$ cat src/rtl/pbf_pkg.sv
package pbf_pkg;

   // default geometry of the filter
   localparam int NUM_PARTITIONS_DEF     = 4;
   localparam int BITS_PER_PARTITION_DEF = 4096;

   // request beat layout
   localparam int INDEX_FIELDS = 4;
   localparam int IDX_W        = 12;
   localparam int OP_W         = 2;
   localparam int REQ_TDATA_W  = 56;
   localparam int RSP_TDATA_W  = 8;

   // command queue between front and back
   localparam int QUEUE_DEPTH = 4;

   // fixed-point shift of the reciprocal used for the index reduction
   localparam int RECIP_SHIFT = 24;

   typedef enum logic [OP_W-1:0] {
      OP_INSERT = 2'd0,
      OP_QUERY  = 2'd1,
      OP_CLEAR  = 2'd2
   } op_type;

   typedef enum logic [1:0] {
      BK_SWEEP,
      BK_RUN,
      BK_EVAL
   } back_state_type;

endpackage

$ cat src/rtl/pbf_queue.sv
module pbf_queue import pbf_pkg::*; #(
   parameter int DATA_W = 8,
   parameter int DEPTH  = QUEUE_DEPTH,
   localparam int PTR_W = $clog2(DEPTH),
   localparam int LVL_W = $clog2(DEPTH + 1)
) (
   input  logic              clock,
   input  logic              reset,
   input  logic              push,
   input  logic [DATA_W-1:0] push_data,
   input  logic              pop,
   output logic              empty,
   output logic [DATA_W-1:0] head_data,
   output logic [LVL_W-1:0]  level
);

   logic [DATA_W-1:0] slot_ff [DEPTH];
   logic [PTR_W-1:0]  wr_ptr_ff;
   logic [PTR_W-1:0]  wr_ptr_in;
   logic [PTR_W-1:0]  rd_ptr_ff;
   logic [PTR_W-1:0]  rd_ptr_in;
   logic [LVL_W-1:0]  level_ff;
   logic [LVL_W-1:0]  level_in;
   logic              do_pop;

   assign empty     = (level_ff == '0);
   assign level     = level_ff;
   assign head_data = slot_ff[rd_ptr_ff];
   assign do_pop    = pop && !empty;

   // pointer and fill level update
   always_comb begin
      wr_ptr_in = wr_ptr_ff;
      rd_ptr_in = rd_ptr_ff;
      level_in  = level_ff;
      if (push) begin
         wr_ptr_in = (wr_ptr_ff == PTR_W'(DEPTH - 1)) ? '0 : wr_ptr_ff + 1'b1;
      end
      if (do_pop) begin
         rd_ptr_in = (rd_ptr_ff == PTR_W'(DEPTH - 1)) ? '0 : rd_ptr_ff + 1'b1;
      end
      if (push && !do_pop) begin
         level_in = level_ff + 1'b1;
      end else if (do_pop && !push) begin
         level_in = level_ff - 1'b1;
      end
   end

   always_ff @(posedge clock) begin
      if (reset) begin
         wr_ptr_ff <= '0;
         rd_ptr_ff <= '0;
         level_ff  <= '0;
      end else begin
         wr_ptr_ff <= wr_ptr_in;
         rd_ptr_ff <= rd_ptr_in;
         level_ff  <= level_in;
      end
   end

   // storage
   always_ff @(posedge clock) begin
      if (push) begin
         slot_ff[wr_ptr_ff] <= push_data;
      end
   end

endmodule

$ cat config.mk
export PLATFORM = sky130hd
export DESIGN_NAME = pbf_queue
export DESIGN_NICKNAME = d
export VERILOG_FILES = /design/src/rtl/pbf_pkg.sv /design/src/rtl/pbf_queue.sv
export SDC_FILE = /design/constraint.sdc
export NUM_CORES = 1
export LEC_CHECK = 0
export ABC_AREA = 1
export BUFFER_PORTS_ARGS = -buffer_cell sky130_fd_sc_hd__buf_2
export CAP_MARGIN = 15
export CORE_MARGIN = 5
export CORE_UTILIZATION = 30
export CTS_CLUSTER_SIZE = 14
export DETAILED_ROUTE_END_ITERATION = 8
export GPL_TIMING_DRIVEN = 0
export PLACE_DENSITY = 0.53
export SYNTH_ARGS = -nofsm -noshare
export SYNTH_HDL_FRONTEND = slang
export SYNTH_SLANG_ARGS = --single-unit
$ cat constraint.sdc
create_clock -name clock -period 1.9 [get_ports clock]
set_input_delay 0.095 -clock clock [delete_from_list [all_inputs] [get_ports clock]]
set_output_delay 0.095 -clock clock [all_outputs]
set_load 0.1 [all_outputs]
==> results_dict.tcl <==
set metrics [dict create \
    path_clk_slew_ps 70 \
    cp_data_arrival_time_ps 1660 \
    synth_edf_count 32 \
    wire_per_inst_um 13.73 \
    rsz0062_at_grt "no" \
    worst_clock_skew_ps 1.660 \
    io_pins 24 \
    drtPass1Iterations 4 \
    cts_root_buffer "clkbuf_8" \
    synth-seq-cells 41 \
    postSynthAreaPerCell_um2 11.92 \
    critical_path.max_stage_delay_ps 540 \
    grt_pass1_wl_um 5451 \
    yosysSeqAreaShare_pct 68.37 \
    routed_wirelength_um 3350 \
    path_delay_family "buffers and inverters" \
    grt_pass1_vias 1160 \
    synth_common_cells "32 x edfxtp_1, 24 x nor2_1, 16 x inv_1" \
    place_ws_ps 164.9 \
    drv_slew 0 \
    postSynthCellCount 140 \
    worstSkewPairLatency_ps 280 \
    cp.required_ps 1800 \
    cts_tree "yes" \
    status "complete, no violations" \
    post-route-period-util_pct 92.43 \
    core_um2 5473 \
    hp-class "input pin to register" \
    drt-initial-drc-count 104 \
    startpoint_type "register" \
    synth.most_common_cell "edfxtp_1" \
    setup_slack_ps 143.8 \
    track_usage_pct 9.884 \
    cp-end-kind "output pin" \
    n_fill_cell 556 \
    via_per_inst 4.619 \
    drv_cap 0 \
    grt_max_degree 13 \
    multiInputGateArea_um2 491.7 \
    synth_top_area_share_pct 57.57 \
    drc 0 \
    synth_area_leaders "edfxtp_1 58%, dfxtp_1 11%, nor2_1 5.4%, ha_1 4.5%, o21ai_0 4.2%" \
    met1_usage_pct 11.56 \
    critical_path_buf_inv_count 3 \
    start_util_pct 30.50 \
    hold_viol_final 0 \
    cp_max_fo 10 \
    ys_types 20 \
    yosysWarnings 0 \
    use_met3_pct 3.238 \
    postRouteAntennaNets 0 \
    critPathSlowestCell "dfxtp_1" \
    rows 27 \
    dieArea_um2 7155 \
    hpwlAfterDp_um 2370 \
    fin_nets 190 \
    fmax_mhz 569.4 \
    worst_pin_slew_ps 486.8 \
    synth_top_flop_cell "edfxtp_1" \
    cts_setup_buffers 0 \
    gr-total-overflow 0 \
    netlist_area_um2 1669 \
    synth.largest_area_cell "edfxtp_1" \
    cts-htree-levels 2 \
    crit_chain "inv_2 -> buf_6 -> nor2_1 -> o22ai_2 -> clkbuf_4" \
    cts.path.max_buffers 2 \
    grt-busiest-layer "met2" \
    synthArstFlopShare_pct 0 \
    final_util_pct 37.29 \
    num_antenna_cells 0 \
    use_met2_pct 17.08 \
    areaGrowthSynthToFinish_pct 22.26 \
    seqCellArea_um2 1145 \
    path_class "register to output pin" \
    die_x_um 84.59 \
    final.min_clock_period_ps 1756 \
    numCtsBuffers 5 \
    r2r_setup_slack_ps 160 \
    fin_hold_ws_ps 28.90 \
    cts_sinks 41 \
    port-buffer-count 23 \
    vias 1127 \
    chipHeight_um 84.59 \
    report.final.setup_viol 0 \
    syn_nets 159 \
    antenna_found_initial 0 \
    drive_above_1_share_pct 27.91 \
    relSlewSlack_pct 67.77 \
    routabilityCongestion 0.7369 \
]
## what timing repair did
action	4_1_cts	5_1_grt
endpoints found under the hold margin	2	0
endpoints found under the setup margin	0	9
hold buffers	1	0
gates resized for setup	0	9
## logic make-up (layout without fill, tap and decap cells)
family / count (synthesis) / after routing / share of synthesized area [%]
and+or+nand+nor: 43 / 43 / 10.49
DFF: 41 / 41 / 68.37
AOI/OAI and AO/OA: 29 / 29 / 9.745
buffers and inverters: 19 / 51 / 5.172
adders and majority gates: 7 / 7 / 5.697
xor gates and xnor gates: 1 / 1 / 0.5248
## placed cells by master, fill, tap and decap left out
| master | count |
|---|---|
| edfxtp_1 | 32 |
| nor2_1 | 24 |
| inv_1 | 16 |
| buf_2 | 15 |
| nand2_1 | 13 |
| o21ai_0 | 13 |
| o22ai_2 | 8 |
| clkbuf_4 | 8 |
| ha_1 | 6 |
| dfxtp_1 | 6 |
| clkbuf_8 | 5 |
| o21ai_1 | 3 |
| a21oi_1 | 3 |
| dfxtp_2 | 3 |
| buf_6 | 2 |
| o21ai_2 | 2 |
| nor2_2 | 2 |
| clkinv_2 | 2 |
| inv_2 | 1 |
| xor2_1 | 1 |
| nor3_1 | 1 |
| nand3b_1 | 1 |
| nand3_1 | 1 |
| nand4_1 | 1 |
| fa_1 | 1 |
| clkbuf_1 | 1 |
| dlygate4sd3_1 | 1 |
## layout make-up
class | count | share of cell area [%]
tap | 72 | 4.414
buffer | 2 | 1.104
multi-input combinational | 80 | 24.10
clock inverter | 2 | 0.4905
timing repair buffer | 24 | 7.112
clock buffer | 6 | 3.556
inverter | 17 | 3.127
sequential | 41 | 56.10
## path summary, 6_finish.rpt
path | startpoint | cells after the start | endpoint
max | register | 5 | head_data[1]
min | push_data[4] | 1 | slot_ff[1][4]$_DFFE_PP_
max reg2reg | level[1]$_SDFFE_PP0P_ | 12 | level[2]$_SDFFE_PP0P_
min reg2reg | level[1]$_SDFFE_PP0P_ | 2 | level[1]$_SDFFE_PP0P_
## layer usage
| layer | wire length, um | up-vias | part of all wire, % |
|---|---|---|---|
| met2 | 1677 | 27 | 50 |
| li1 | - | 542 | - |
| met3 | 167 | 5 | 5.0 |
| met5 | 0 | - | 0 |
| met4 | 36 | 0 | 1.1 |
| met1 | 1469 | 553 | 44 |
## sequential cells by signal, summed over array words and instances, names as in the netlist, named ones only
signal / count
wr_ptr_ff: 2
slot_ff: 32
rd_ptr_ff: 2
level: 3
## stage by stage
| step | TNS, ps | cells | area [um^2] |
|---|---|---|---|
| 2_1_floorplan | -45.56 | 140 | 1723 |
| 3_3_place_gp | 0 | 235 | 1928 |
| 5_1_grt | 0 | 244 | 2041 |
| 3_5_place_dp | 0 | 235 | 1928 |
| 4_1_cts | 0 | 244 | 2021 |
| 6_report | 0 | 244 | 2041 |
Power is left out: the tool's default activity adds up to more than one toggle a clock period on the data nets, which glitch-free logic cannot reach.
