===== src/rtl/pbf_pkg.sv =====
package pbf_pkg;

   // default geometry of the filter
   localparam int NUM_PARTITIONS_DEF     = 4;
   localparam int BITS_PER_PARTITION_DEF = 4096;

   // request beat layout
   localparam int INDEX_FIELDS = 4;
   localparam int IDX_W        = 12;
   localparam int OP_W         = 2;
   localparam int REQ_TDATA_W  = 56;
   localparam int RSP_TDATA_W  = 8;

   // command queue between front and back
   localparam int QUEUE_DEPTH = 4;

   // fixed-point shift of the reciprocal used for the index reduction
   localparam int RECIP_SHIFT = 24;

   typedef enum logic [OP_W-1:0] {
      OP_INSERT = 2'd0,
      OP_QUERY  = 2'd1,
      OP_CLEAR  = 2'd2
   } op_type;

   typedef enum logic [1:0] {
      BK_SWEEP,
      BK_RUN,
      BK_EVAL
   } back_state_type;

endpackage


===== src/rtl/pbf_front.sv =====
module pbf_front import pbf_pkg::*; #(
   parameter int NUM_PARTITIONS     = NUM_PARTITIONS_DEF,
   parameter int BITS_PER_PARTITION = BITS_PER_PARTITION_DEF,
   localparam int ADDR_W = $clog2(BITS_PER_PARTITION),
   localparam int CMD_W  = OP_W + 1 + NUM_PARTITIONS * ADDR_W,
   localparam int LVL_W  = $clog2(QUEUE_DEPTH + 1)
) (
   input  logic                   clock,
   input  logic                   reset,
   input  logic                   req_tvalid,
   output logic                   req_tready,
   input  logic [REQ_TDATA_W-1:0] req_tdata,
   input  logic                   req_tlast,
   input  logic                   init_done,
   input  logic [LVL_W-1:0]       q_level,
   output logic                   q_push,
   output logic [CMD_W-1:0]       q_push_data
);

   localparam int RECIP   = (1 << RECIP_SHIFT) / BITS_PER_PARTITION;
   localparam int RECIP_W = $clog2(RECIP + 1);
   localparam int PROD_W  = IDX_W + RECIP_W;
   localparam int BPP_W   = $clog2(BITS_PER_PARTITION + 1);
   localparam int MUL_W   = IDX_W + BPP_W;

   logic [IDX_W-1:0]  fld [INDEX_FIELDS];
   op_type            op_in;
   logic              known_op;
   logic              accept;
   logic [LVL_W:0]    inflight;

   logic              va_ff;
   op_type            op_a_ff;
   logic              last_a_ff;
   logic [IDX_W-1:0]  idx_a_ff [NUM_PARTITIONS];
   logic [IDX_W-1:0]  q_a_ff [NUM_PARTITIONS];
   logic [IDX_W-1:0]  q_in [NUM_PARTITIONS];

   logic              vb_ff;
   op_type            op_b_ff;
   logic              last_b_ff;
   logic [ADDR_W-1:0] addr_b_ff [NUM_PARTITIONS];
   logic [ADDR_W-1:0] addr_in [NUM_PARTITIONS];

   // unpack the index fields of a beat
   for (genvar i = 0; i < INDEX_FIELDS; i++) begin : g_fld
      assign fld[i] = req_tdata[OP_W + i*IDX_W +: IDX_W];
   end

   assign op_in = op_type'(req_tdata[OP_W-1:0]);

   // classify: unused op codes are dropped here
   always_comb begin
      unique case (op_in)
         OP_INSERT, OP_QUERY, OP_CLEAR: known_op = 1'b1;
         default:                       known_op = 1'b0;
      endcase
   end

   // credit check: never more beats in flight than the queue can hold
   assign inflight = (LVL_W+1)'(q_level) + (LVL_W+1)'(va_ff) + (LVL_W+1)'(vb_ff);
   assign req_tready = init_done && (inflight < (LVL_W+1)'(QUEUE_DEPTH));
   assign accept = req_tvalid && req_tready;

   // index reduction modulo the partition size, two stages per lane
   for (genvar k = 0; k < NUM_PARTITIONS; k++) begin : g_lane
      logic [PROD_W-1:0] prod;
      logic [MUL_W-1:0]  rem_raw;
      logic [MUL_W-1:0]  rem_fix;

      // quotient estimate, at most one below the true quotient
      assign prod    = PROD_W'(fld[k % INDEX_FIELDS]) * PROD_W'(RECIP);
      assign q_in[k] = IDX_W'(prod >> RECIP_SHIFT);

      // remainder with one correction step
      assign rem_raw = MUL_W'(idx_a_ff[k])
                       - MUL_W'(q_a_ff[k]) * MUL_W'(BITS_PER_PARTITION);
      assign rem_fix = (rem_raw >= MUL_W'(BITS_PER_PARTITION))
                       ? rem_raw - MUL_W'(BITS_PER_PARTITION) : rem_raw;
      assign addr_in[k] = ADDR_W'(rem_fix);
   end

   // pipeline valids
   always_ff @(posedge clock) begin
      if (reset) begin
         va_ff <= 1'b0;
         vb_ff <= 1'b0;
      end else begin
         va_ff <= accept && known_op;
         vb_ff <= va_ff;
      end
   end

   // pipeline payload
   always_ff @(posedge clock) begin
      op_a_ff   <= op_in;
      last_a_ff <= req_tlast;
      op_b_ff   <= op_a_ff;
      last_b_ff <= last_a_ff;
      for (int k = 0; k < NUM_PARTITIONS; k++) begin
         idx_a_ff[k]  <= fld[k % INDEX_FIELDS];
         q_a_ff[k]    <= q_in[k];
         addr_b_ff[k] <= addr_in[k];
      end
   end

   // command into the queue
   assign q_push = vb_ff;

   always_comb begin
      q_push_data[OP_W-1:0] = op_b_ff;
      q_push_data[OP_W]     = last_b_ff;
      for (int k = 0; k < NUM_PARTITIONS; k++) begin
         q_push_data[OP_W + 1 + k*ADDR_W +: ADDR_W] = addr_b_ff[k];
      end
   end

endmodule


===== config.mk =====
export PLATFORM = sky130hd
export DESIGN_NAME = pbf_front
export DESIGN_NICKNAME = d
export VERILOG_FILES = /design/src/rtl/pbf_pkg.sv /design/src/rtl/pbf_front.sv
export SDC_FILE = /design/constraint.sdc
export NUM_CORES = 1
export LEC_CHECK = 0
export BUFFER_PORTS_ARGS = -buffer_cell sky130_fd_sc_hd__buf_2
export CAP_MARGIN = 20
export CORE_ASPECT_RATIO = 0.8
export CORE_MARGIN = 10
export CORE_UTILIZATION = 45
export CTS_CLUSTER_SIZE = 24
export DETAILED_ROUTE_END_ITERATION = 10
export GPL_ROUTABILITY_DRIVEN = 0
export GPL_TIMING_DRIVEN = 0
export PLACE_DENSITY = 0.81
export SLEW_MARGIN = 20
export SYNTH_ARGS = -nofsm -noshare
export SYNTH_HDL_FRONTEND = slang
export SYNTH_SLANG_ARGS = --single-unit

===== constraint.sdc =====
create_clock -name clock -period 3.2 [get_ports clock]
set_input_delay 0.16 -clock clock [delete_from_list [all_inputs] [get_ports clock]]
set_output_delay 0.16 -clock clock [all_outputs]
set_load 0.02 [all_outputs]

==> out/qor.yml, run 1 <==
critical_path:
  cp_cell_sequence: "ha_1 > nand3_1 > and4b_1 > buf_2"
  critPathMaxFanout: 2
  slowest_stage: "dfxtp_1"
  cp.required_ns: 3.04
  arrival_ns: 1.47
  max_stage_delay_ns: 0.32
  endpoint_kind: "output pin"
  critPathLaunchType: "flip-flop"
  crit_buf_inv: 1
  cp_top_family: "simple AND/OR/NAND/NOR gates"
  crit_type: "flip-flop to output pin"
sta:
  finalCritPeriodShare_pct: 50.9
  slew_violations: 0
  tns_ns: 0
  setup_viol: 0
  period_needed_ns: 1.63
  hold_viol: 0
  worstMarginPinSlew_ns: 0.141
  rsz0062_at_grt: "no"
  fmax_ghz: 0.613
  fin_skew_ns: 0.00563
  maxSlewHeadroom_pct: 90.7
placed_design:
  dp_hpwl_mm: 3.49
  io_buffers: 110
cts:
  clk_path_buf_depth: 2
  cts_resized: 0
  cts-root-buf: "clkbuf_8"
  cts_htree_levels: 3
  clock_latency_ns: 0.35
  cts_tree: "yes"
  clock_sinks: 104
  cts_made_buffers: 9
  clkSlewWorstSetupHoldPaths_ns: 0.09
floorplanning:
  die_x_um: 97.1
  placementRows: 22
  die_h_um: 81.7
  die_area_um2: 7930
  io_pins: 117
  initial_utilization_pct: 46.6
  core_area_um2: 4600
drt:
  via_per_inst: 4.07
  drt-total-wl_mm: 5.70
  postRouteAntennaNets: 0
  drc_errors: 0
  drt_iter0_drc: 21
  via_count: 1424
  drt-wirelength-per-cell_um: 16.3
  firstDrtPassIters: 4
grt:
  grt_max_degree: 18
  antenna_found_initial: 0
  globalRouteOverflowTotal: 0
  grt_pass1_vias: 1676
  grt_pass1_wl_mm: 9.27
  track_usage_pct: 15.3
final_layout:
  diodes: 0
  drive_gt1_share_pct: 43.8
  layout.nets: 350
  final_cell_mix: "110 x buf_2, 104 x dfxtp_1, 52 x dlygate4sd3_1, 10 x clkbuf_8"
  regArea_um2: 2080
  area_growth_pct: 62.0
  fillerInstances: 271
  multiInputGateArea_um2: 51.3
  layout.cells.most_common: "buf_2"
synthesis:
  syn_area_per_cell_um2: 19.1
  ys_seq_area_share_pct: 97.3
  syn_nets: 177
  ys_warn_count: 0
  ys_types: 7
  synth_area_um2: 2140
  synth-seq-cells: 104
  syn_inst: 112
hold_path:
  hold_path.class: "input port to flip-flop"
run:
  cap_violations: 0
power_and_ir_drop:
  power_density_nw_per_um2: 655
  vdd_drop_max_mv: 0.366
  p_leak_nw: 1.65
  p_total_mw: 2.27
status:
  status: "finished, final reports clean"
-- Yosys cell counts (all sizes together) --
library cell  number  area, µm²
nand3              1       5.00
ha                 1       12.5
and4b              2       20.0
nor2b              1       6.26
nand2              2       7.51
buf                1       7.51
dfxtp            104       2080
-- power by group --
group | total [mW] | internal [mW] | switching, mW | leakage (nW)
Combinational | 0.173 | 0.0904 | 0.0830 | 0.682
Clock | 0.719 | 0.307 | 0.412 | 0.0926
Sequential | 1.38 | 1.36 | 0.0171 | 0.877
Total | 2.27 | 1.76 | 0.513 | 1.65
-- kinds of logic (layout without fill, tap and decap cells) --
kind of cell	after synthesis	after routing	synth area share, %
flip-flops	104	104	97.3
AND/OR/NAND/NOR	6	6	1.81
adder cells (fa/ha/maj)	1	1	0.584
buffers and inverters	1	179	0.351
-- layout make-up --
class	instances	area share [%]
sequential	104	60.0
timing repair buffer	162	30.9
clock buffer	10	3.97
tap	60	2.16
multi-input combinational	7	1.48
clock inverter	6	1.26
buffer	1	0.216
-- worst paths after layout --
path	endpoint	from	slack [ns]	cells past startpoint
worst max register to register	va_ff	q_push	1.98	4
worst min-delay path	va_ff	req_tvalid	0.14	2
worst max-delay path	req_tready	q_push	1.57	4
worst min register to register	addr_b_ff[1][9]	idx_a_ff[1][9]	0.33	0
-- what timing repair did --
action | CTS | global route
buffers inserted | 0 | 0
hold endpoints to repair | 52 | 0
hold buffers | 52 | 0
-- metrics by stage --
step | std cells | hold slack (ns) | cell area (µm²) | util, % | setup slack, ns
6_report | 350 | 0.143 | 3470 | 75.4 | 1.57
5_1_grt | 350 | 0.122 | 3470 | 75.4 | 1.46
4_1_cts | 350 | 0.104 | 3470 | 75.4 | 1.58
3_5_place_dp | 282 | 0.264 | 2770 | 60.2 | 1.99
3_3_place_gp | 282 | 0.262 | 2770 | 60.2 | 2.04
2_1_floorplan | 112 | 0.188 | 2140 | - | 1.86
-- flip-flops by register name (all words and copies together), names as in the netlist --
signal	count
addr_b_ff	48
idx_a_ff	48
op_a_ff	2
op_b_ff	2
last_a_ff	1
last_b_ff	1
q_push	1
va_ff	1
-- layer usage --
layer	up-vias	part of all wire [%]	GRT usage (%)
li1	691	-	-
met1	625	40	15.8
met2	96	45	25.1
met3	12	13	8.98
met4	0	1.4	6.76
met5	-	0	0
Note: power is estimated with default switching activity, not from simulation.
==> run 2: changes to the inputs <==
- CORE_UTILIZATION: 45 -> 38
- PLACE_DENSITY: 0.81 -> 0.73
- clock period: 3.2 -> 1.4 ns (I/O delays scaled with it)
==> out/qor.yml, run 2 (synthesis gave the netlist of run 1 again) <==
sta:
  whs_ns: 0.198  # was 0.143 ns
  setup_viol: 0  # unchanged
  fin_skew_ns: 0.0170  # was 0.00563 ns
  maxSlewHeadroom_pct: 91.3  # was 90.7%
  slew_violations: 0  # unchanged
  finalCritPeriodShare_pct: 98.7
  period_needed_ns: 1.38
  fmax_ghz: 0.724
  rsz0062_at_grt: "yes"  # was no
  worstMarginPinSlew_ns: 0.132  # was 0.141 ns
  hold_viol: 0  # unchanged
final_layout:
  final_cell_mix: "109 x buf_2, 103 x dfxtp_1, 53 x dlygate4sd3_1, 9 x clkbuf_8"  # was 110 x buf_2, 104 x dfxtp_1, 52 x dlygate4sd3_1, 10 x clkbuf_8
  fillerInstances: 417  # was 271
  diodes: 0  # unchanged
  drive_gt1_share_pct: 44.2  # was 43.8%
  layout.nets: 352  # was 350
  area_growth_pct: 65.6  # was 62.0%
  layout.cells.most_common: "buf_2"  # unchanged
  reg_top3: "addr_b_ff: 48 flops, idx_a_ff: 48 flops"  # unchanged
grt:
  met1_usage_pct: 11.4  # was 15.8%
  grtUsageMet2_pct: 20.3  # was 25.1%
  antenna_found_initial: 0  # unchanged
  globalRouteMet3Util_pct: 8.14  # was 8.98%
  grt_pass1_wl_mm: 8.26  # was 9.27 mm
  track_usage_pct: 11.8  # was 15.3%
  grt_max_degree: 18  # unchanged
  grt_busiest_layer: "met2"  # unchanged
  globalRouteOverflowTotal: 0  # unchanged
  grt_pass1_vias: 1564  # was 1676
critical_path:
  crit_buf_inv: 1  # unchanged
  critPathMaxFanout: 2  # unchanged
  cp.required_ns: 1.33  # was 3.04 ns
  endpoint_kind: "output pin"  # unchanged
  cp_top_family: "flip-flops"  # was simple AND/OR/NAND/NOR gates
  max_stage_delay_ns: 0.34  # was 0.32 ns
  slowest_stage: "dfxtp_2"  # was dfxtp_1
  critPathLaunchType: "flip-flop"  # unchanged
  crit_type: "flip-flop to output pin"  # unchanged
  arrival_ns: 1.31  # was 1.47 ns
  cp_cell_sequence: "ha_4 > nand3_2 > and4b_1 > buf_6"  # was ha_1 > nand3_1 > and4b_1 > buf_2
run:
  cap_violations: 0  # unchanged
status:
  status: "finished, final reports clean"  # unchanged
floorplanning:
  io_pins: 117  # unchanged
  die_area_um2: 9050  # was 7930 µm²
  core_area_um2: 5470  # was 4600 µm²
  placementRows: 24  # was 22
  die_h_um: 87.1  # was 81.7 µm
  initial_utilization_pct: 39.2  # was 46.6%
  die_x_um: 104  # was 97.1 µm
drt:
  via_per_inst: 3.79  # was 4.07
  drt_iter0_drc: 31  # was 21
  postRouteAntennaNets: 0  # unchanged
  drt-wirelength-per-cell_um: 13.9  # was 16.3 µm
  drt-total-wl_mm: 5.14  # was 5.70 mm
  via_count: 1401  # was 1424
  drc_errors: 0  # unchanged
  firstDrtPassIters: 2  # was 4
cts:
  cts_htree_levels: 3  # unchanged
  clkSlewWorstSetupHoldPaths_ns: 0.09  # about the same
  clk_path_buf_depth: 2  # unchanged
  cts_made_buffers: 9  # unchanged
  cts_tree: "yes"  # unchanged
  clock_sinks: 104  # unchanged
  cts-root-buf: "clkbuf_8"  # unchanged
  clock_latency_ns: 0.35  # about the same
power_and_ir_drop:
  p_leak_nw: 1.66  # was 1.65 nW
  power_density_nw_per_um2: 1500  # was 655 nW/µm²
  p_total_mw: 5.31  # was 2.27 mW
  vdd_drop_max_mv: 1.10  # was 0.366 mV
hold_path:
  hold_path.class: "input port to flip-flop"  # unchanged
placed_design:
  io_buffers: 110  # unchanged
run 2: changes by cell type in the layout (fill, tap and decap cells not counted), sizes merged:
cell	before	now
dlygate4sd3	52	53
clkinv	4	0
clkbuf	10	11
clkinvlp	1	2
inv	1	2
buf	111	112
bufinv	0	1
run 2: timing repair:
action,CTS,global route
setup endpoints to repair,1,1
buffers inserted,1,0
gates resized for setup,5,0
pin swaps,3,0
hold endpoints to repair,53,0
hold buffers,53,0
run 2: worst paths after layout:
kind                  startpoint              end  slack, ns  cells past startpoint
setup / recovery          q_push       req_tready       0.02                      4
hold / removal        q_level[2]            va_ff       0.20                      3
setup reg to reg          q_push            va_ff       0.30                      4
hold reg to reg   idx_a_ff[2][8]  addr_b_ff[2][8]       0.32                      0
run 2: final cells by class:
| class | count | area (µm²) | share of cell area [%] |
|---|---|---|---|
| flip-flops and latches | 104 | 2080 | 58.8 |
| well taps | 78 | 97.6 | 2.75 |
| multi-input cells | 7 | 68.8 | 1.94 |
| clock buffers | 11 | 131 | 3.71 |
| clock inverters | 5 | 62.6 | 1.76 |
| plain buffers | 1 | 7.51 | 0.212 |
| repair buffers | 164 | 1090 | 30.9 |
run 2: worst min-delay path, delay by kind of cell:
family	cells	cell delay, ns
buffers and inverters	1	0.07
AND/OR/NAND/NOR	2	0.36
run 2: power breakdown:
| part | internal [mW] | switching [mW] |
|---|---|---|
| clock network | 0.841 | 0.927 |
| registers | 3.11 | 0.0352 |
| logic | 0.212 | 0.186 |
run 2: stage by stage:
stage | util [%] | setup slack, ns | instances | TNS [ns] | area [µm²]
after floorplan | - | 0.0564 | 112 | 0 | 2140
after global placement | 51.0 | 0.278 | 300 | 0 | 2790
after detailed placement | 51.0 | 0.271 | 300 | 0 | 2790
after CTS | 64.9 | -0.00998 | 370 | -0.00998 | 3550
after global routing | 64.9 | -0.0448 | 370 | -0.0448 | 3550
final | 64.9 | 0.0184 | 370 | 0 | 3550
run 2: metal layers:
metal	up-vias	share of wire, %
met5	-	0
met4	0	0.45
met3	5	11
met2	74	50
met1	627	39
li1	695	-
